==> src/rtl/tgi_pkg.sv <==
`timescale 1ns / 1ps
// Shared types and constants for the trajectory gap interpolator.
// Used by every module under rtl except tgi_div; depends on nothing.
package tgi_pkg;

    localparam int TIME_W       = 17;
    localparam int COORD_W      = 14;
    localparam int IV_W         = 12;
    localparam int MAX_FILL_DEF = 63;
    localparam int MAX_FILL_TOP = 63;
    localparam int N_W          = $clog2(MAX_FILL_TOP + 2);
    localparam int QUEUE_DEPTH  = 2;

    localparam logic [IV_W-1:0] IV_RESET = IV_W'(30);

    typedef struct packed {
        logic [TIME_W-1:0]  fix_time;
        logic [COORD_W-1:0] fix_x;
        logic [COORD_W-1:0] fix_y;
        logic               first_of_day;
    } t_in;

    typedef struct packed {
        logic [TIME_W-1:0]  out_time;
        logic [COORD_W-1:0] out_x;
        logic [COORD_W-1:0] out_y;
        logic               is_filled;
        logic               gap_overflow;
        logic               last_of_run;
    } t_out;

    typedef struct packed {
        logic [TIME_W-1:0]  prev_time;
        logic [COORD_W-1:0] prev_x;
        logic [COORD_W-1:0] prev_y;
        logic [TIME_W-1:0]  fix_time;
        logic [COORD_W-1:0] fix_x;
        logic [COORD_W-1:0] fix_y;
        logic [N_W-1:0]     slots;
        logic               gap_overflow;
    } t_cmd;

endpackage

==> src/rtl/trajectory_gap_interpolator_unit.sv <==
`timescale 1ns / 1ps
// Trajectory gap interpolator, top level.
// Depends on tgi_pkg, tgi_front, tgi_queue, tgi_back, tgi_div.
//
// Usage:
//   Input channel (i_in_valid / o_in_ready / i_in_data) carries one fix per
//   transaction. Output channel (o_out_valid / i_out_ready / o_out_data)
//   carries the filled points of a gap, then the fix itself with
//   last_of_run set. i_cfg_we writes i_cfg_wdata into the sample interval.
//   Sequence:
//   - Front end takes a fix, divides the gap by the interval when a fill
//     is possible, then queues the command; it takes no new fix until then.
//   - Back end takes a command, divides the coordinate deltas by the slot
//     count when there are points to fill, then gives one output per cycle
//     while the output is not stalled: up to 63 filled points and the fix.
//   - Back end takes no new command until it has emitted the current fix.
//   Reset clears the previous fix (none held), empties the queue and sets
//   the interval to 30. A stalled receiver holds the output register; the
//   back end then stops, the queue fills and the input stalls in turn.
module trajectory_gap_interpolator_unit #(
    parameter int MAX_FILL = tgi_pkg::MAX_FILL_DEF
) (
    input  logic                     i_clk,
    input  logic                     i_rst_n,
    input  logic                     i_in_valid,
    output logic                     o_in_ready,
    input  tgi_pkg::t_in             i_in_data,
    output logic                     o_out_valid,
    input  logic                     i_out_ready,
    output tgi_pkg::t_out            o_out_data,
    input  logic                     i_cfg_we,
    input  logic [tgi_pkg::IV_W-1:0] i_cfg_wdata
);
    import tgi_pkg::*;

    logic [IV_W-1:0] r_interval;
    logic            push;
    logic            pop;
    logic            full;
    logic            empty;
    t_cmd            cmd_in;
    t_cmd            cmd_head;

    always_ff @(posedge i_clk) begin
        if (!i_rst_n) begin
            r_interval <= IV_RESET;
        end else if (i_cfg_we) begin
            r_interval <= i_cfg_wdata;
        end
    end

    tgi_front #(
        .MAX_FILL(MAX_FILL)
    ) u_front (
        .i_clk      (i_clk),
        .i_rst_n    (i_rst_n),
        .i_in_valid (i_in_valid),
        .o_in_ready (o_in_ready),
        .i_in_data  (i_in_data),
        .i_interval (r_interval),
        .o_push     (push),
        .o_cmd      (cmd_in),
        .i_full     (full)
    );

    tgi_queue u_queue (
        .i_clk   (i_clk),
        .i_rst_n (i_rst_n),
        .i_push  (push),
        .i_cmd   (cmd_in),
        .o_full  (full),
        .i_pop   (pop),
        .o_head  (cmd_head),
        .o_empty (empty)
    );

    tgi_back u_back (
        .i_clk       (i_clk),
        .i_rst_n     (i_rst_n),
        .i_empty     (empty),
        .i_cmd       (cmd_head),
        .o_pop       (pop),
        .i_interval  (r_interval),
        .o_out_valid (o_out_valid),
        .i_out_ready (i_out_ready),
        .o_out_data  (o_out_data)
    );

endmodule

==> src/rtl/tgi_div.sv <==
`timescale 1ns / 1ps
// Restoring unsigned divider, one quotient bit per cycle.
// Standalone; no package dependencies.
module tgi_div #(
    parameter int NUM_W = 17,
    parameter int DEN_W = 12
) (
    input  logic             i_clk,
    input  logic             i_rst_n,
    input  logic             i_start,
    input  logic [NUM_W-1:0] i_num,
    input  logic [DEN_W-1:0] i_den,
    output logic             o_done,
    output logic [NUM_W-1:0] o_quo,
    output logic [DEN_W-1:0] o_rem
);
    localparam int CNT_W = $clog2(NUM_W + 1);

    logic             r_busy;
    logic             r_done;
    logic [CNT_W-1:0] r_cnt;
    logic [NUM_W-1:0] r_quo;
    logic [DEN_W-1:0] r_rem;
    logic [DEN_W-1:0] r_den;
    logic [DEN_W:0]   trial;
    logic [DEN_W:0]   diff;
    logic             ge;

    assign trial = {r_rem, r_quo[NUM_W-1]};
    assign diff  = trial - {1'b0, r_den};
    assign ge    = trial >= {1'b0, r_den};

    always_ff @(posedge i_clk) begin
        if (!i_rst_n) begin
            r_busy <= 1'b0;
            r_done <= 1'b0;
            r_cnt  <= '0;
        end else begin
            r_done <= 1'b0;
            if (i_start) begin
                r_busy <= 1'b1;
                r_cnt  <= '0;
            end else if (r_busy) begin
                r_cnt <= r_cnt + CNT_W'(1);
                if (r_cnt == CNT_W'(NUM_W - 1)) begin
                    r_busy <= 1'b0;
                    r_done <= 1'b1;
                end
            end
        end
    end

    always_ff @(posedge i_clk) begin
        if (i_start) begin
            r_quo <= i_num;
            r_rem <= '0;
            r_den <= i_den;
        end else if (r_busy) begin
            r_quo <= {r_quo[NUM_W-2:0], ge};
            r_rem <= ge ? diff[DEN_W-1:0] : trial[DEN_W-1:0];
        end
    end

    assign o_done = r_done;
    assign o_quo  = r_quo;
    assign o_rem  = r_rem;

endmodule

==> src/rtl/tgi_front.sv <==
`timescale 1ns / 1ps
// Front end: accepts fixes, keeps the previous fix, sizes the gap in slots.
// Depends on tgi_pkg and tgi_div.
module tgi_front #(
    parameter int MAX_FILL = tgi_pkg::MAX_FILL_DEF
) (
    input  logic                      i_clk,
    input  logic                      i_rst_n,
    input  logic                      i_in_valid,
    output logic                      o_in_ready,
    input  tgi_pkg::t_in              i_in_data,
    input  logic [tgi_pkg::IV_W-1:0]  i_interval,
    output logic                      o_push,
    output tgi_pkg::t_cmd             o_cmd,
    input  logic                      i_full
);
    import tgi_pkg::*;

    typedef enum logic [1:0] {S_IDLE, S_DIV, S_PUSH} t_state;

    localparam logic [TIME_W-1:0] FILL_LIM = TIME_W'(MAX_FILL + 1);

    t_state             r_state;
    t_cmd               r_cmd;
    logic [TIME_W-1:0]  r_prev_time;
    logic [COORD_W-1:0] r_prev_x;
    logic [COORD_W-1:0] r_prev_y;
    logic               r_have_prev;

    logic [TIME_W:0]    gap;
    logic               fill_cand;
    logic               accept;
    logic               div_start;
    logic               div_done;
    logic [TIME_W-1:0]  div_quo;

    assign o_in_ready = (r_state == S_IDLE);
    assign accept     = i_in_valid && o_in_ready;
    assign gap        = {1'b0, i_in_data.fix_time} - {1'b0, r_prev_time};
    assign fill_cand  = r_have_prev && !i_in_data.first_of_day && (i_interval != '0)
                        && !gap[TIME_W] && (gap[TIME_W-1:0] > TIME_W'(i_interval));
    assign div_start  = accept && fill_cand;

    tgi_div #(
        .NUM_W(TIME_W),
        .DEN_W(IV_W)
    ) u_gap_div (
        .i_clk   (i_clk),
        .i_rst_n (i_rst_n),
        .i_start (div_start),
        .i_num   (gap[TIME_W-1:0]),
        .i_den   (i_interval),
        .o_done  (div_done),
        .o_quo   (div_quo),
        .o_rem   ()
    );

    always_ff @(posedge i_clk) begin
        if (!i_rst_n) begin
            r_state     <= S_IDLE;
            r_cmd       <= '0;
            r_prev_time <= '0;
            r_prev_x    <= '0;
            r_prev_y    <= '0;
            r_have_prev <= 1'b0;
        end else begin
            case (r_state)
                S_IDLE: begin
                    if (accept) begin
                        r_cmd.prev_time    <= r_prev_time;
                        r_cmd.prev_x       <= r_prev_x;
                        r_cmd.prev_y       <= r_prev_y;
                        r_cmd.fix_time     <= i_in_data.fix_time;
                        r_cmd.fix_x        <= i_in_data.fix_x;
                        r_cmd.fix_y        <= i_in_data.fix_y;
                        r_cmd.slots        <= '0;
                        r_cmd.gap_overflow <= 1'b0;
                        r_prev_time        <= i_in_data.fix_time;
                        r_prev_x           <= i_in_data.fix_x;
                        r_prev_y           <= i_in_data.fix_y;
                        r_have_prev        <= 1'b1;
                        r_state            <= fill_cand ? S_DIV : S_PUSH;
                    end
                end
                S_DIV: begin
                    if (div_done) begin
                        if (div_quo > FILL_LIM) begin
                            r_cmd.gap_overflow <= 1'b1;
                        end else begin
                            r_cmd.slots <= div_quo[N_W-1:0];
                        end
                        r_state <= S_PUSH;
                    end
                end
                S_PUSH: begin
                    if (!i_full) begin
                        r_state <= S_IDLE;
                    end
                end
                default: begin
                    r_state <= S_IDLE;
                end
            endcase
        end
    end

    assign o_push = (r_state == S_PUSH) && !i_full;
    assign o_cmd  = r_cmd;

endmodule

==> src/rtl/tgi_queue.sv <==
`timescale 1ns / 1ps
// Short command queue between the front end and the back end.
// Depends on tgi_pkg.
module tgi_queue (
    input  logic          i_clk,
    input  logic          i_rst_n,
    input  logic          i_push,
    input  tgi_pkg::t_cmd i_cmd,
    output logic          o_full,
    input  logic          i_pop,
    output tgi_pkg::t_cmd o_head,
    output logic          o_empty
);
    import tgi_pkg::*;

    localparam int PTR_W = (QUEUE_DEPTH > 1) ? $clog2(QUEUE_DEPTH) : 1;
    localparam int CNT_W = $clog2(QUEUE_DEPTH + 1);

    t_cmd             r_mem [QUEUE_DEPTH];
    logic [PTR_W-1:0] r_wptr;
    logic [PTR_W-1:0] r_rptr;
    logic [CNT_W-1:0] r_count;

    assign o_full  = (r_count == CNT_W'(QUEUE_DEPTH));
    assign o_empty = (r_count == '0);
    assign o_head  = r_mem[r_rptr];

    always_ff @(posedge i_clk) begin
        if (i_push) begin
            r_mem[r_wptr] <= i_cmd;
        end
    end

    always_ff @(posedge i_clk) begin
        if (!i_rst_n) begin
            r_wptr  <= '0;
            r_rptr  <= '0;
            r_count <= '0;
        end else begin
            if (i_push) begin
                r_wptr <= (r_wptr == PTR_W'(QUEUE_DEPTH - 1)) ? '0 : r_wptr + PTR_W'(1);
            end
            if (i_pop) begin
                r_rptr <= (r_rptr == PTR_W'(QUEUE_DEPTH - 1)) ? '0 : r_rptr + PTR_W'(1);
            end
            case ({i_push, i_pop})
                2'b10:   r_count <= r_count + CNT_W'(1);
                2'b01:   r_count <= r_count - CNT_W'(1);
                default: r_count <= r_count;
            endcase
        end
    end

`ifndef SYNTHESIS
    a_count_range: assert property (@(posedge i_clk) disable iff (!i_rst_n)
        r_count <= CNT_W'(QUEUE_DEPTH))
        else $error("queue count out of range");
    a_no_push_full: assert property (@(posedge i_clk) disable iff (!i_rst_n)
        o_full |-> !i_push)
        else $error("push into full queue");
    a_no_pop_empty: assert property (@(posedge i_clk) disable iff (!i_rst_n)
        o_empty |-> !i_pop)
        else $error("pop from empty queue");
`endif

endmodule

==> src/rtl/tgi_back.sv <==
`timescale 1ns / 1ps
// Back end: expands one command into filled points and the closing fix.
// Depends on tgi_pkg and tgi_div.
module tgi_back (
    input  logic                     i_clk,
    input  logic                     i_rst_n,
    input  logic                     i_empty,
    input  tgi_pkg::t_cmd            i_cmd,
    output logic                     o_pop,
    input  logic [tgi_pkg::IV_W-1:0] i_interval,
    output logic                     o_out_valid,
    input  logic                     i_out_ready,
    output tgi_pkg::t_out            o_out_data
);
    import tgi_pkg::*;

    typedef enum logic [1:0] {S_IDLE, S_DIV, S_FILL, S_FIX} t_state;

    t_state             r_state;
    t_cmd               r_cmd;
    logic               r_negx;
    logic               r_negy;
    logic [COORD_W-1:0] r_qdx;
    logic [COORD_W-1:0] r_qdy;
    logic [N_W-1:0]     r_rdx;
    logic [N_W-1:0]     r_rdy;
    logic [COORD_W-1:0] r_qx;
    logic [COORD_W-1:0] r_qy;
    logic [N_W-1:0]     r_rx;
    logic [N_W-1:0]     r_ry;
    logic [TIME_W-1:0]  r_time;
    logic [N_W-1:0]     r_idx;
    logic               r_out_valid;
    t_out               r_out;

    logic [COORD_W:0]   dx;
    logic [COORD_W:0]   dy;
    logic [COORD_W-1:0] magx;
    logic [COORD_W-1:0] magy;
    logic               start_fill;
    logic               div_done;
    logic [COORD_W-1:0] quo_x;
    logic [COORD_W-1:0] quo_y;
    logic [N_W-1:0]     rem_x;
    logic [N_W-1:0]     rem_y;
    logic               out_free;
    logic               emit;
    logic [N_W:0]       sx;
    logic [N_W:0]       sy;
    logic               wx;
    logic               wy;
    logic [N_W:0]       sx_red;
    logic [N_W:0]       sy_red;
    logic [COORD_W-1:0] qx_n;
    logic [COORD_W-1:0] qy_n;
    logic [TIME_W-1:0]  time_n;

    assign dx   = {1'b0, i_cmd.fix_x} - {1'b0, i_cmd.prev_x};
    assign dy   = {1'b0, i_cmd.fix_y} - {1'b0, i_cmd.prev_y};
    assign magx = dx[COORD_W] ? COORD_W'(-dx) : dx[COORD_W-1:0];
    assign magy = dy[COORD_W] ? COORD_W'(-dy) : dy[COORD_W-1:0];

    assign o_pop      = (r_state == S_IDLE) && !i_empty;
    assign start_fill = o_pop && (i_cmd.slots >= N_W'(2));

    tgi_div #(
        .NUM_W(COORD_W),
        .DEN_W(N_W)
    ) u_xdiv (
        .i_clk   (i_clk),
        .i_rst_n (i_rst_n),
        .i_start (start_fill),
        .i_num   (magx),
        .i_den   (i_cmd.slots),
        .o_done  (div_done),
        .o_quo   (quo_x),
        .o_rem   (rem_x)
    );

    tgi_div #(
        .NUM_W(COORD_W),
        .DEN_W(N_W)
    ) u_ydiv (
        .i_clk   (i_clk),
        .i_rst_n (i_rst_n),
        .i_start (start_fill),
        .i_num   (magy),
        .i_den   (i_cmd.slots),
        .o_done  (),
        .o_quo   (quo_y),
        .o_rem   (rem_y)
    );

    // advance d*i/n by d/n: whole part plus remainder carry
    assign out_free = !r_out_valid || i_out_ready;
    assign emit     = out_free && ((r_state == S_FILL) || (r_state == S_FIX));
    assign sx       = {1'b0, r_rx} + {1'b0, r_rdx};
    assign sy       = {1'b0, r_ry} + {1'b0, r_rdy};
    assign wx       = sx >= {1'b0, r_cmd.slots};
    assign wy       = sy >= {1'b0, r_cmd.slots};
    assign sx_red   = wx ? sx - {1'b0, r_cmd.slots} : sx;
    assign sy_red   = wy ? sy - {1'b0, r_cmd.slots} : sy;
    assign qx_n     = r_qx + r_qdx + COORD_W'(wx);
    assign qy_n     = r_qy + r_qdy + COORD_W'(wy);
    assign time_n   = r_time + TIME_W'(i_interval);

    always_ff @(posedge i_clk) begin
        if (!i_rst_n) begin
            r_state     <= S_IDLE;
            r_out_valid <= 1'b0;
            r_cmd       <= '0;
            r_out       <= '0;
            r_negx      <= 1'b0;
            r_negy      <= 1'b0;
            r_qdx       <= '0;
            r_qdy       <= '0;
            r_rdx       <= '0;
            r_rdy       <= '0;
            r_qx        <= '0;
            r_qy        <= '0;
            r_rx        <= '0;
            r_ry        <= '0;
            r_time      <= '0;
            r_idx       <= '0;
        end else begin
            if (emit) begin
                r_out_valid <= 1'b1;
            end else if (i_out_ready) begin
                r_out_valid <= 1'b0;
            end
            case (r_state)
                S_IDLE: begin
                    if (o_pop) begin
                        r_cmd   <= i_cmd;
                        r_negx  <= dx[COORD_W];
                        r_negy  <= dy[COORD_W];
                        r_state <= start_fill ? S_DIV : S_FIX;
                    end
                end
                S_DIV: begin
                    if (div_done) begin
                        r_qdx   <= quo_x;
                        r_qdy   <= quo_y;
                        r_rdx   <= rem_x;
                        r_rdy   <= rem_y;
                        r_qx    <= '0;
                        r_qy    <= '0;
                        r_rx    <= '0;
                        r_ry    <= '0;
                        r_time  <= r_cmd.prev_time;
                        r_idx   <= N_W'(1);
                        r_state <= S_FILL;
                    end
                end
                S_FILL: begin
                    if (out_free) begin
                        r_qx   <= qx_n;
                        r_qy   <= qy_n;
                        r_rx   <= sx_red[N_W-1:0];
                        r_ry   <= sy_red[N_W-1:0];
                        r_time <= time_n;
                        r_out.out_time     <= time_n;
                        r_out.out_x        <= r_negx ? r_cmd.prev_x - qx_n
                                                     : r_cmd.prev_x + qx_n;
                        r_out.out_y        <= r_negy ? r_cmd.prev_y - qy_n
                                                     : r_cmd.prev_y + qy_n;
                        r_out.is_filled    <= 1'b1;
                        r_out.gap_overflow <= 1'b0;
                        r_out.last_of_run  <= 1'b0;
                        if (r_idx == r_cmd.slots - N_W'(1)) begin
                            r_state <= S_FIX;
                        end else begin
                            r_idx <= r_idx + N_W'(1);
                        end
                    end
                end
                S_FIX: begin
                    if (out_free) begin
                        r_out.out_time     <= r_cmd.fix_time;
                        r_out.out_x        <= r_cmd.fix_x;
                        r_out.out_y        <= r_cmd.fix_y;
                        r_out.is_filled    <= 1'b0;
                        r_out.gap_overflow <= r_cmd.gap_overflow;
                        r_out.last_of_run  <= 1'b1;
                        r_state            <= S_IDLE;
                    end
                end
                default: begin
                    r_state <= S_IDLE;
                end
            endcase
        end
    end

    assign o_out_valid = r_out_valid;
    assign o_out_data  = r_out;

`ifndef SYNTHESIS
    a_rem_bound: assert property (@(posedge i_clk) disable iff (!i_rst_n)
        r_state == S_FILL |-> (r_rx < r_cmd.slots) && (r_ry < r_cmd.slots))
        else $error("interpolation remainder not below slot count");
    a_idx_bound: assert property (@(posedge i_clk) disable iff (!i_rst_n)
        r_state == S_FILL |-> (r_cmd.slots >= N_W'(2)) && (r_idx < r_cmd.slots))
        else $error("fill index out of range");
    a_last_kind: assert property (@(posedge i_clk) disable iff (!i_rst_n)
        r_out_valid && r_out.last_of_run |-> !r_out.is_filled)
        else $error("closing fix marked as filled");
    a_ovf_kind: assert property (@(posedge i_clk) disable iff (!i_rst_n)
        r_out_valid && r_out.gap_overflow |-> r_out.last_of_run)
        else $error("overflow flag on a filled point");
`endif

endmodule

==> config.mk <==
export PLATFORM = sky130hd
export DESIGN_NAME = trajectory_gap_interpolator_unit
export DESIGN_NICKNAME = d
export VERILOG_FILES = /design/src/rtl/tgi_pkg.sv /design/src/rtl/trajectory_gap_interpolator_unit.sv /design/src/rtl/tgi_div.sv /design/src/rtl/tgi_front.sv /design/src/rtl/tgi_queue.sv /design/src/rtl/tgi_back.sv
export SDC_FILE = /design/constraint.sdc
export NUM_CORES = 1
export LEC_CHECK = 0
export ABC_AREA = 0
export ABC_CLOCK_PERIOD_IN_PS = 10000
export BUFFER_PORTS_ARGS = -buffer_cell sky130_fd_sc_hd__clkbuf_2
export CAP_MARGIN = 20
export CORE_ASPECT_RATIO = 1.25
export CORE_MARGIN = 1.5
export CORE_UTILIZATION = 40
export DETAILED_ROUTE_END_ITERATION = 10
export PLACE_DENSITY = 0.61
export SYNTH_ARGS = -nofsm -noshare
export SYNTH_HDL_FRONTEND = slang
export SYNTH_HIERARCHICAL = 1
export SYNTH_SLANG_ARGS = --single-unit
==> constraint.sdc <==
create_clock -name i_clk -period 10 [get_ports i_clk]
set_input_delay 0.5 -clock i_clk [delete_from_list [all_inputs] [get_ports i_clk]]
set_output_delay 0.5 -clock i_clk [all_outputs]
set_load 0.05 [all_outputs]
Word-level counts from Yosys, hierarchy flattened. Memories as Yosys holds them, arrays and structs flattened. A register that Yosys moved wholly into a read port is not among the register bits. Cells that the tools add are included.

Bits in registers: 484. Bits in latches: 0. RAM bits: 196. ROM bits: 0. Input bits: 63. Output and inout bits: 50. Word-level logic and storage cells: 238. Memories kept: 1.

$add $sub $neg: 30. Multiply operators: 0. Divide/modulo/power cells: 0. Magnitude comparators: 8. Eq/ne operators: 23. Shift operators: 0. Mux-type cells: 72. Bitwise operators: 3. Reduce and logical (&&, ||, !) cells: 43.

Memories: u_queue.r_mem (words 2, width 98, read ports 1, clocked after Yosys merged registers in 1, wr ports 1, RTL line tgi_queue.sv:19) `t_cmd r_mem [QUEUE_DEPTH];`.

Operators with widths (count): 14-bit two-way mux (11); 48-bit two-way mux (2); 48-bit one-hot mux with 2 select lines (1); 7-bit two-way mux (11); 17-bit two-way mux (4); 14-bit adder (4); 14-bit one-hot mux with 2 select lines (2); 7-bit one-hot mux with 2 select lines (3); 17-bit one-hot mux with 2 select lines (1); 8-bit by 7-bit greater-or-equal comparator with 1-bit output (4); 14-bit by 14-bit subtractor with 15-bit output (2); 14-bit by 1-bit adder with 14-bit output (2); 14-bit negator (2); 14-bit subtractor (2); 7-bit subtractor (4); 1-bit two-way mux (20); 2-bit two-way mux (10); 17-bit by 17-bit subtractor with 18-bit output (1); 17-bit by 12-bit adder with 17-bit output (1); 17-bit by 12-bit greater-than comparator with 1-bit output (1); 17-bit by 7-bit greater-than comparator with 1-bit output (second input constant) (1); 7-bit by 7-bit adder with 8-bit output (2); 8-bit two-way mux (2); 8-bit one-hot mux with 2 select lines (1); other kinds (34) (85).

Depth between registers and ports, before layout. Gate-level depths: netlist of run 1.

Word-level depth: 8. Mapped depth: 32. Gate-level depth less buffers: 31.

Cells and area by module. Netlist of run 1, hierarchy kept.

By module, submodules not included: tgi_back (instances 1, cells an instance 2092, area an instance 16281.9 µm², sequential area each 5185.0 µm²); tgi_queue (instances 1, cells an instance 327, area an instance 7285.7 µm², sequential area each 5985.7 µm²); tgi_front (instances 1, cells an instance 654, area an instance 5165.0 µm², sequential area each 2021.9 µm²); tgi_div (u_back.u_xdiv ...) (instances 2, cells an instance 165, area an instance 1875.5 µm², sequential area each 890.9 µm²); tgi_div (u_front.u_gap_div) (instances 1, cells an instance 238, area an instance 2531.2 µm², sequential area each 1251.2 µm²); trajectory_gap_interpolator_unit (instances 1, cells an instance 38, area an instance 440.4 µm², sequential area each 240.2 µm²).

Worst setup path before layout of run 1. Ideal clock, no wire load.

Path kind: register to register. Start: register u_back.r_rdy[0]. End: register u_back.r_out (netlist bit u_back/o_out_data[16]). Setup time: 0.128 ns. Arrival: 6.133 ns. Data required time: 9.872 ns. Setup slack: 3.739 ns. Stages on the path, launching flop included: 32. Path buffers: 1. Period minus slack after synthesis: 6.261 ns. Path through: dfxtp_1 > ha_1 > fa_1 > a21oi_1 > nor2_1 > nor2_1 > o21bai_1 > a21oi_1 > xnor2_1 > ha_1 > nand3_1 > nor2_1 > a2111oi_0 > and2_1 > buf_2 > fa_1 > fa_1 > nand2b_1 > a21oi_1 > or2_2 > a2111oi_0 > and4_1 > nor2_1 > xor2_1 > ha_1 > or2_2 > a21oi_1 > a31oi_1 > a31o_2 > nand2_1 > a21oi_1 > nand4bb_1.

Longest elaborated chain between the ends: 7. Elaborated cells on any way between the ends: 8. Classes of those cells: 4 x add/sub; 1 x order compare; 3 x mux.

Ends and longest elaborated chain: start: declaration (RTL line tgi_back.sv:26) `logic [N_W-1:0] r_rdy;`; start signal: assignment (RTL line tgi_back.sv:145) `r_rdy <= rem_y;`; 7-bit by 7-bit adder with 8-bit output * (RTL line tgi_back.sv:98) `assign sy = {1'b0, r_ry} + {1'b0, r_rdy};`; 8-bit by 7-bit greater-or-equal comparator with 1-bit output * (RTL line tgi_back.sv:100) `assign wy = sy >= {1'b0, r_cmd.slots};`; 14-bit by 1-bit adder with 14-bit output * (RTL line tgi_back.sv:104) `assign qy_n = r_qy + r_qdy + COORD_W'(wy);`; 14-bit adder or 14-bit subtractor (tied branches) (RTL line tgi_back.sv:166, tgi_back.sv:165); 14-bit two-way mux * (RTL line tgi_back.sv:165) `r_out.out_y <= r_negy ? r_cmd.prev_y - qy_n`; 48-bit two-way mux * (RTL line tgi_back.sv:156) `if (out_free) begin`; 48-bit one-hot mux with 2 select lines * (RTL line tgi_back.sv:131) `case (r_state)`; end: declaration (RTL line tgi_back.sv:34) `t_out r_out;`.

Every way passes the cells marked *; elsewhere a longest branch is shown, timed or not. The select of a mux whose other input is x is not followed. A chain may end at the register's enable or synchronous reset.

Worst setup path after layout of run 1. Ends and elaborated chain as after synthesis.

==> impl_metrics.csv, run 1 <==
group,metric,value,unit
drt,post-route-drc-count,0,
drt,vias,26380,
clocking,clock_path_buffers,3,
global_routing,track_usage,20.0,%
hold_path,hold_class,"in2reg",
sta,rsz0062_at_grt,"false",
die,die_w,269,µm
layout,postLayoutCoreUtil,45.2,%
layout,drive_gt1_share,12.7,%
sta,setup_tns,0,ns
synth,avgSynthCellArea,9.64,µm²
clocking,holdBufCountCts,0,
clocking,clk_pin_slew_worst_paths,0.06,ns
layout,layout_common_cells,"599 x nand2_1, 420 x dfxtp_1, 293 x a21oi_1",
die,io_pins,113,
die,coreArea,0.0874,mm²
clocking,cts_tree,"done",
global_routing,antenna_found_initial,0,
global_routing,grt_overflow,0,
layout,filler_cell_count,8376,
sta,tightest_slew,1.06,ns
clocking,clk_latency,0.63,ns
pwr,power_density,300,mW/mm²
drt,viasPerCell,5.34,
placed_design,place_congestion,0.862,
worst_setup_path,endpoint_kind,"flip-flop",
drt,finalWirelength,91600,µm
global_routing,grt_pass1_wl,144000,µm
sta,min_period,7.23,ns
synth,ys_warn_count,6,
sta,setup_viol,0,
synth,synth_area,0.0354,mm²
sta,fin_ws,2.77,ns
synth,syn_nets,3948,
die,die_h,336,µm
placed_design,dp_hpwl,64200,µm
layout,finalNetCount,3988,
sta,skew,0.0180,ns
global_routing,grt_pass1_vias,25422,
sta,drv_slew,0,
worst_setup_path,worst_path_max_delay_cell,"a2111oi_0",
worst_setup_path,critPathMaxStageDelay,0.59,ns
worst_setup_path,critical_path_class,"reg2reg",
sta,period_share,72.3,%
worst_setup_path,cp_common_cell,"a21oi_1",
drt,ant_nets,0,
worst_setup_path,reg2regPathDepth,30,
synth,synth_cells,3677,
placed_design,placement.cell_area,0.0370,mm²
clocking,cts_buffers,72,
pwr,p_leak,14.9,nW
worst_setup_path,cp.required,10.50,ns
drt,drt_iter0_drc,1909,
worst_setup_path,start_kind,"flip-flop",
sta,fmax,138,MHz
clocking,post_cts_buffers,0,
layout,area_delta_synth_final,11.4,%
layout,design_area,0.0395,mm²
clocking,numClockSinks,688,
worst_setup_path,worstPathMaxFanout,7,
sta,slew_headroom,29.1,%
die,die_area,0.0904,mm²
hold_path,holdPathStages,3,
clocking,cts_resized,0,
clocking,cts_root_buf,"clkbuf_16",
placed_design,port_buffers,112,
die,num_rows,121,
clocking,htreeDepth,3,
die,start_util,40.6,%
global_routing,grt_max_degree,86,
layout,final_common_cell,"nand2_1",
run_status,run_status,"completed",
flow_run,cap_viol_max_count,0,
pwr,peakVddDrop,0.122,mV
sta,hold_viol,0,
placed_design,post-place-ws,2.79,ns
drt,dr.pass1.iters,6,
sta,fin_hold_ws,0.0971,ns
worst_setup_path,cp.arrival,7.74,ns
drt,wire_per_inst,18.5,µm
## flip-flops by register name (all words and copies together), names as in the netlist, 14 cells and up, named ones only
name                     flops
u_front/r_prev_y            14
u_back/o_out_data           48
u_back/r_time               17
u_back/r_qy                 14
u_back/r_qx                 14
u_back/r_qdx                14
u_back/u_xdiv/o_quo         14
u_front/o_cmd               53
u_back/r_cmd                98
u_queue/r_mem              196
u_back/r_qdy                14
u_front/r_prev_time         17
u_front/r_prev_x            14
u_front/u_gap_div/o_quo     17
u_back/u_ydiv/o_quo         14
## metal layers
layer	vias up	global-route usage, %	part of all wire (%)
met4	0	5.29	1.7
li1	13110	-	-
met5	-	0	0
met2	497	33.2	47
met1	12680	27.8	48
met3	93	2.23	4.0
## stage by stage
step           total power, W  instances
2_1_floorplan         0.00777       3677
3_3_place_gp          0.00902       4810
3_5_place_dp          0.00907       4811
4_1_cts                0.0119       4942
5_1_grt                0.0126       4942
6_report               0.0118       4943
## final cells by class
type	instances	area, µm²	share of cell area [%]
multi-input combinational	2622	17600	44.6
clock buffer	95	1990	5.04
antenna	1	2.50	0.00634
clock inverter	36	430	1.09
tap	1168	1460	3.70
inverter	192	727	1.84
sequential	688	16400	41.7
timing repair buffer	141	793	2.01
## worst max-delay path: cells and delay by family, from the launching register on
| family | cells | cell delay, ns |
|---|---|---|
| simple gates | 12 | 2.31 |
| fa+ha+maj | 6 | 1.82 |
| flops | 1 | 0.31 |
| compound gates | 10 | 2.35 |
| xor+xnor | 2 | 0.32 |
## worst paths after layout
kind	slack [ns]	endpoint	from
worst max-delay path	2.77	u_back/o_out_data[16]	u_back/r_rdy[0]
worst min register to register	0.45	u_queue/r_mem[1][67]	u_front/o_cmd[67]
worst min-delay path	0.1	r_interval[4]	i_cfg_wdata[4]
worst max register to register	2.77	u_back/o_out_data[16]	u_back/r_rdy[0]
## report_power, final
part	total (W)	switching [W]	internal [W]
Combinational	0.00518	0.00315	0.00203
Sequential	0.00388	0.000410	0.00347
Clock	0.00276	0.00112	0.00164
Total	0.0118	0.00468	0.00714
Power figures use the tool's default switching activity.
==> run 2, diff against run 1 <==
--- a/config.mk
+++ b/config.mk
@@ -6,14 +6,14 @@
 export NUM_CORES = 1
 export LEC_CHECK = 0
 export ABC_AREA = 0
-export ABC_CLOCK_PERIOD_IN_PS = 10000
+export ABC_CLOCK_PERIOD_IN_PS = 5800
 export BUFFER_PORTS_ARGS = -buffer_cell sky130_fd_sc_hd__clkbuf_2
 export CAP_MARGIN = 20
 export CORE_ASPECT_RATIO = 1.25
 export CORE_MARGIN = 1.5
 export CORE_UTILIZATION = 40
 export DETAILED_ROUTE_END_ITERATION = 10
-export PLACE_DENSITY = 0.61
+export PLACE_DENSITY = 0.63
 export SYNTH_ARGS = -nofsm -noshare
 export SYNTH_HDL_FRONTEND = slang
 export SYNTH_HIERARCHICAL = 1
==> constraint.sdc (replaced) <==
create_clock -name i_clk -period 5.8 [get_ports i_clk]
set_input_delay 0.29 -clock i_clk [delete_from_list [all_inputs] [get_ports i_clk]]
set_output_delay 0.29 -clock i_clk [all_outputs]
set_load 0.05 [all_outputs]
==> run 2 against run 1 <==
Against the previous run: count of clock-buffer cells in the layout increased by 7; via count grew 3.7%; register-to-register slack lost 2.8 ns; worst setup slack got worse by 2.8 ns; routed wire length is 2.1% higher; total power grew 81%; critical path type unchanged; critical endpoint unchanged; largest cell class unchanged; largest power group unchanged.
==> impl_metrics.csv, run 2 (synthesis gave the netlist of run 1 again) <==
group,metric,value,unit
worst_setup_path,critPathMaxStageDelay,0.38,ns
drt,drt_iter0_drc,1927,
worst_setup_path,endpoint_kind,"flip-flop",
layout,top_register,"u_queue/r_mem",
layout,layout_common_cells,"598 x nand2_1, 413 x dfxtp_1, 279 x a21oi_1",
global_routing,grt_overflow,0,
pwr,p_leak,15.7,nW
die,io_pins,113,
worst_setup_path,cp.required,6.31,ns
sta,tightest_slew,1.08,ns
sta,rsz0062_at_grt,"true",
global_routing,grt_max_degree,86,
global_routing,grt_pass1_wl,147000,µm
drt,wire_per_inst,18.3,µm
layout,drive_gt1_share,17.3,%
clocking,cts_root_buf,"clkbuf_16",
drt,vias,27359,
clocking,cts_buffers,72,
worst_setup_path,cp.arrival,6.31,ns
global_routing,grt_pass1_vias,26170,
layout,finalNonFillerCells,5123,
drt,dr.pass1.iters,6,
pwr,peakVddDrop,0.255,mV
worst_setup_path,worstPathMaxFanout,3,
placed_design,dp.cells,4911,
layout,final_common_cell,"nand2_1",
die,coreArea,0.0874,mm²
sta,min_period,5.80,ns
pwr,power_density,517,mW/mm²
clocking,numClockSinks,688,
sta,hold_viol,0,
placed_design,place_congestion,0.888,
die,num_rows,121,
worst_setup_path,start_kind,"flip-flop",
placed_design,placement.cell_area,0.0378,mm²
layout,finalNetCount,4166,
sta,setup_tns,0,ns
clocking,clk_latency,0.63,ns
drt,post-route-drc-count,0,
hold_path,hold_class,"in2reg",
worst_setup_path,critical_path_class,"reg2reg",
placed_design,port_buffers,112,
clocking,clock_path_buffers,3,
sta,slew_headroom,27.8,%
sta,skew,0.0239,ns
drt,viasPerCell,5.34,
global_routing,track_usage,20.4,%
die,die_h,336,µm
layout,design_area,0.0414,mm²
drt,finalWirelength,93500,µm
clocking,cts_tree,"done",
sta,period_share,100,%
worst_setup_path,worst_path_max_delay_cell,"a2111oi_4",
clocking,htreeDepth,3,
layout,postLayoutCoreUtil,47.4,%
sta,drv_slew,0,
drt,ant_nets,0,
layout,area_delta_synth_final,16.8,%
layout,largest_reg_flops,196,
sta,fin_hold_ws,0.0724,ns
die,start_util,40.6,%
sta,setup_viol,0,
placed_design,dp_hpwl,64700,µm
flow_run,cap_viol_max_count,0,
global_routing,antenna_found_initial,0,
die,die_area,0.0904,mm²
run_status,run_status,"completed",
sta,fmax,172,MHz
clocking,clk_pin_slew_worst_paths,0.06,ns
die,die_w,269,µm
[run 2: cell types whose count changed in the layout (fill, tap and decap cells not counted), sizes merged, moves of 4 or more]
cell / delta
buf: +121
dlygate4sd3: +57
bufinv: -8
clkbuf: +7
clkinv: -6
clkinvlp: +4
inv: +4
[run 2: final timing paths]
| check | startpoint | end | slack (ns) | cells after the start |
|---|---|---|---|---|
| hold reg to reg | u_front/o_cmd[90] | u_queue/r_mem[0][90] | 0.45 | 0 |
| setup / recovery | u_back/r_ry[0] | u_back/o_out_data[16] | 0.0006 | 31 |
| setup reg to reg | u_back/r_ry[0] | u_back/o_out_data[16] | 0.0006 | 31 |
| hold / removal | i_rst_n | r_interval[3] | 0.07 | 2 |
[run 2: metal layers]
layer / vias up / global-route usage, % / part of all wire, %
li1: 13499 / - / -
met1: 13100 / 28.0 / 47
met2: 652 / 33.7 / 46
met3: 108 / 2.35 / 4.9
met4: 0 / 5.93 / 2.1
met5: - / 0 / 0
[run 2: final cells by class]
cell class / count / area, µm²
antenna: 2 / 5.00
clock buffer: 102 / 2080
clock inverter: 30 / 267
fill: 8215 / 46000
inverter: 192 / 727
multi-input combinational: 2622 / 18100
sequential: 688 / 16500
tap: 1168 / 1460
timing repair buffer: 319 / 2290
[run 2: repair_timing]
item | CTS | global route
hold endpoints to repair | 57 | 0
hold buffers | 57 | 0
gates resized for setup | 56 | 53
buffers inserted | 14 | 7
setup endpoints to repair | 14 | 19
pin swaps | 50 | 65
[run 2: metrics by stage]
stage | total power, W | setup slack [ns]
after floorplan | 0.0134 | -0.0186
after global placement | 0.0161 | -0.179
after detailed placement | 0.0162 | -0.246
after CTS | 0.0211 | -0.0236
after global routing | 0.0227 | -0.367
final | 0.0214 | 0.000583
[run 2: where the power goes]
group          leakage [nW]  switching (W)  internal (W)
registers              5.87       0.000695       0.00598
logic                  8.72        0.00581       0.00433
clock network          1.13        0.00200       0.00259
total                  15.7        0.00850        0.0129
[run 2: worst max-delay path: cells and delay by family, from the launching register on]
family                     cells  cell delay [ns]
buffers and inverters          1             0.13
and+or+nand+nor               12             1.64
xor gates and xnor gates       2             0.33
AOI/OAI and AO/OA             10             1.72
DFF                            1             0.34
adders and majority gates      6             1.52
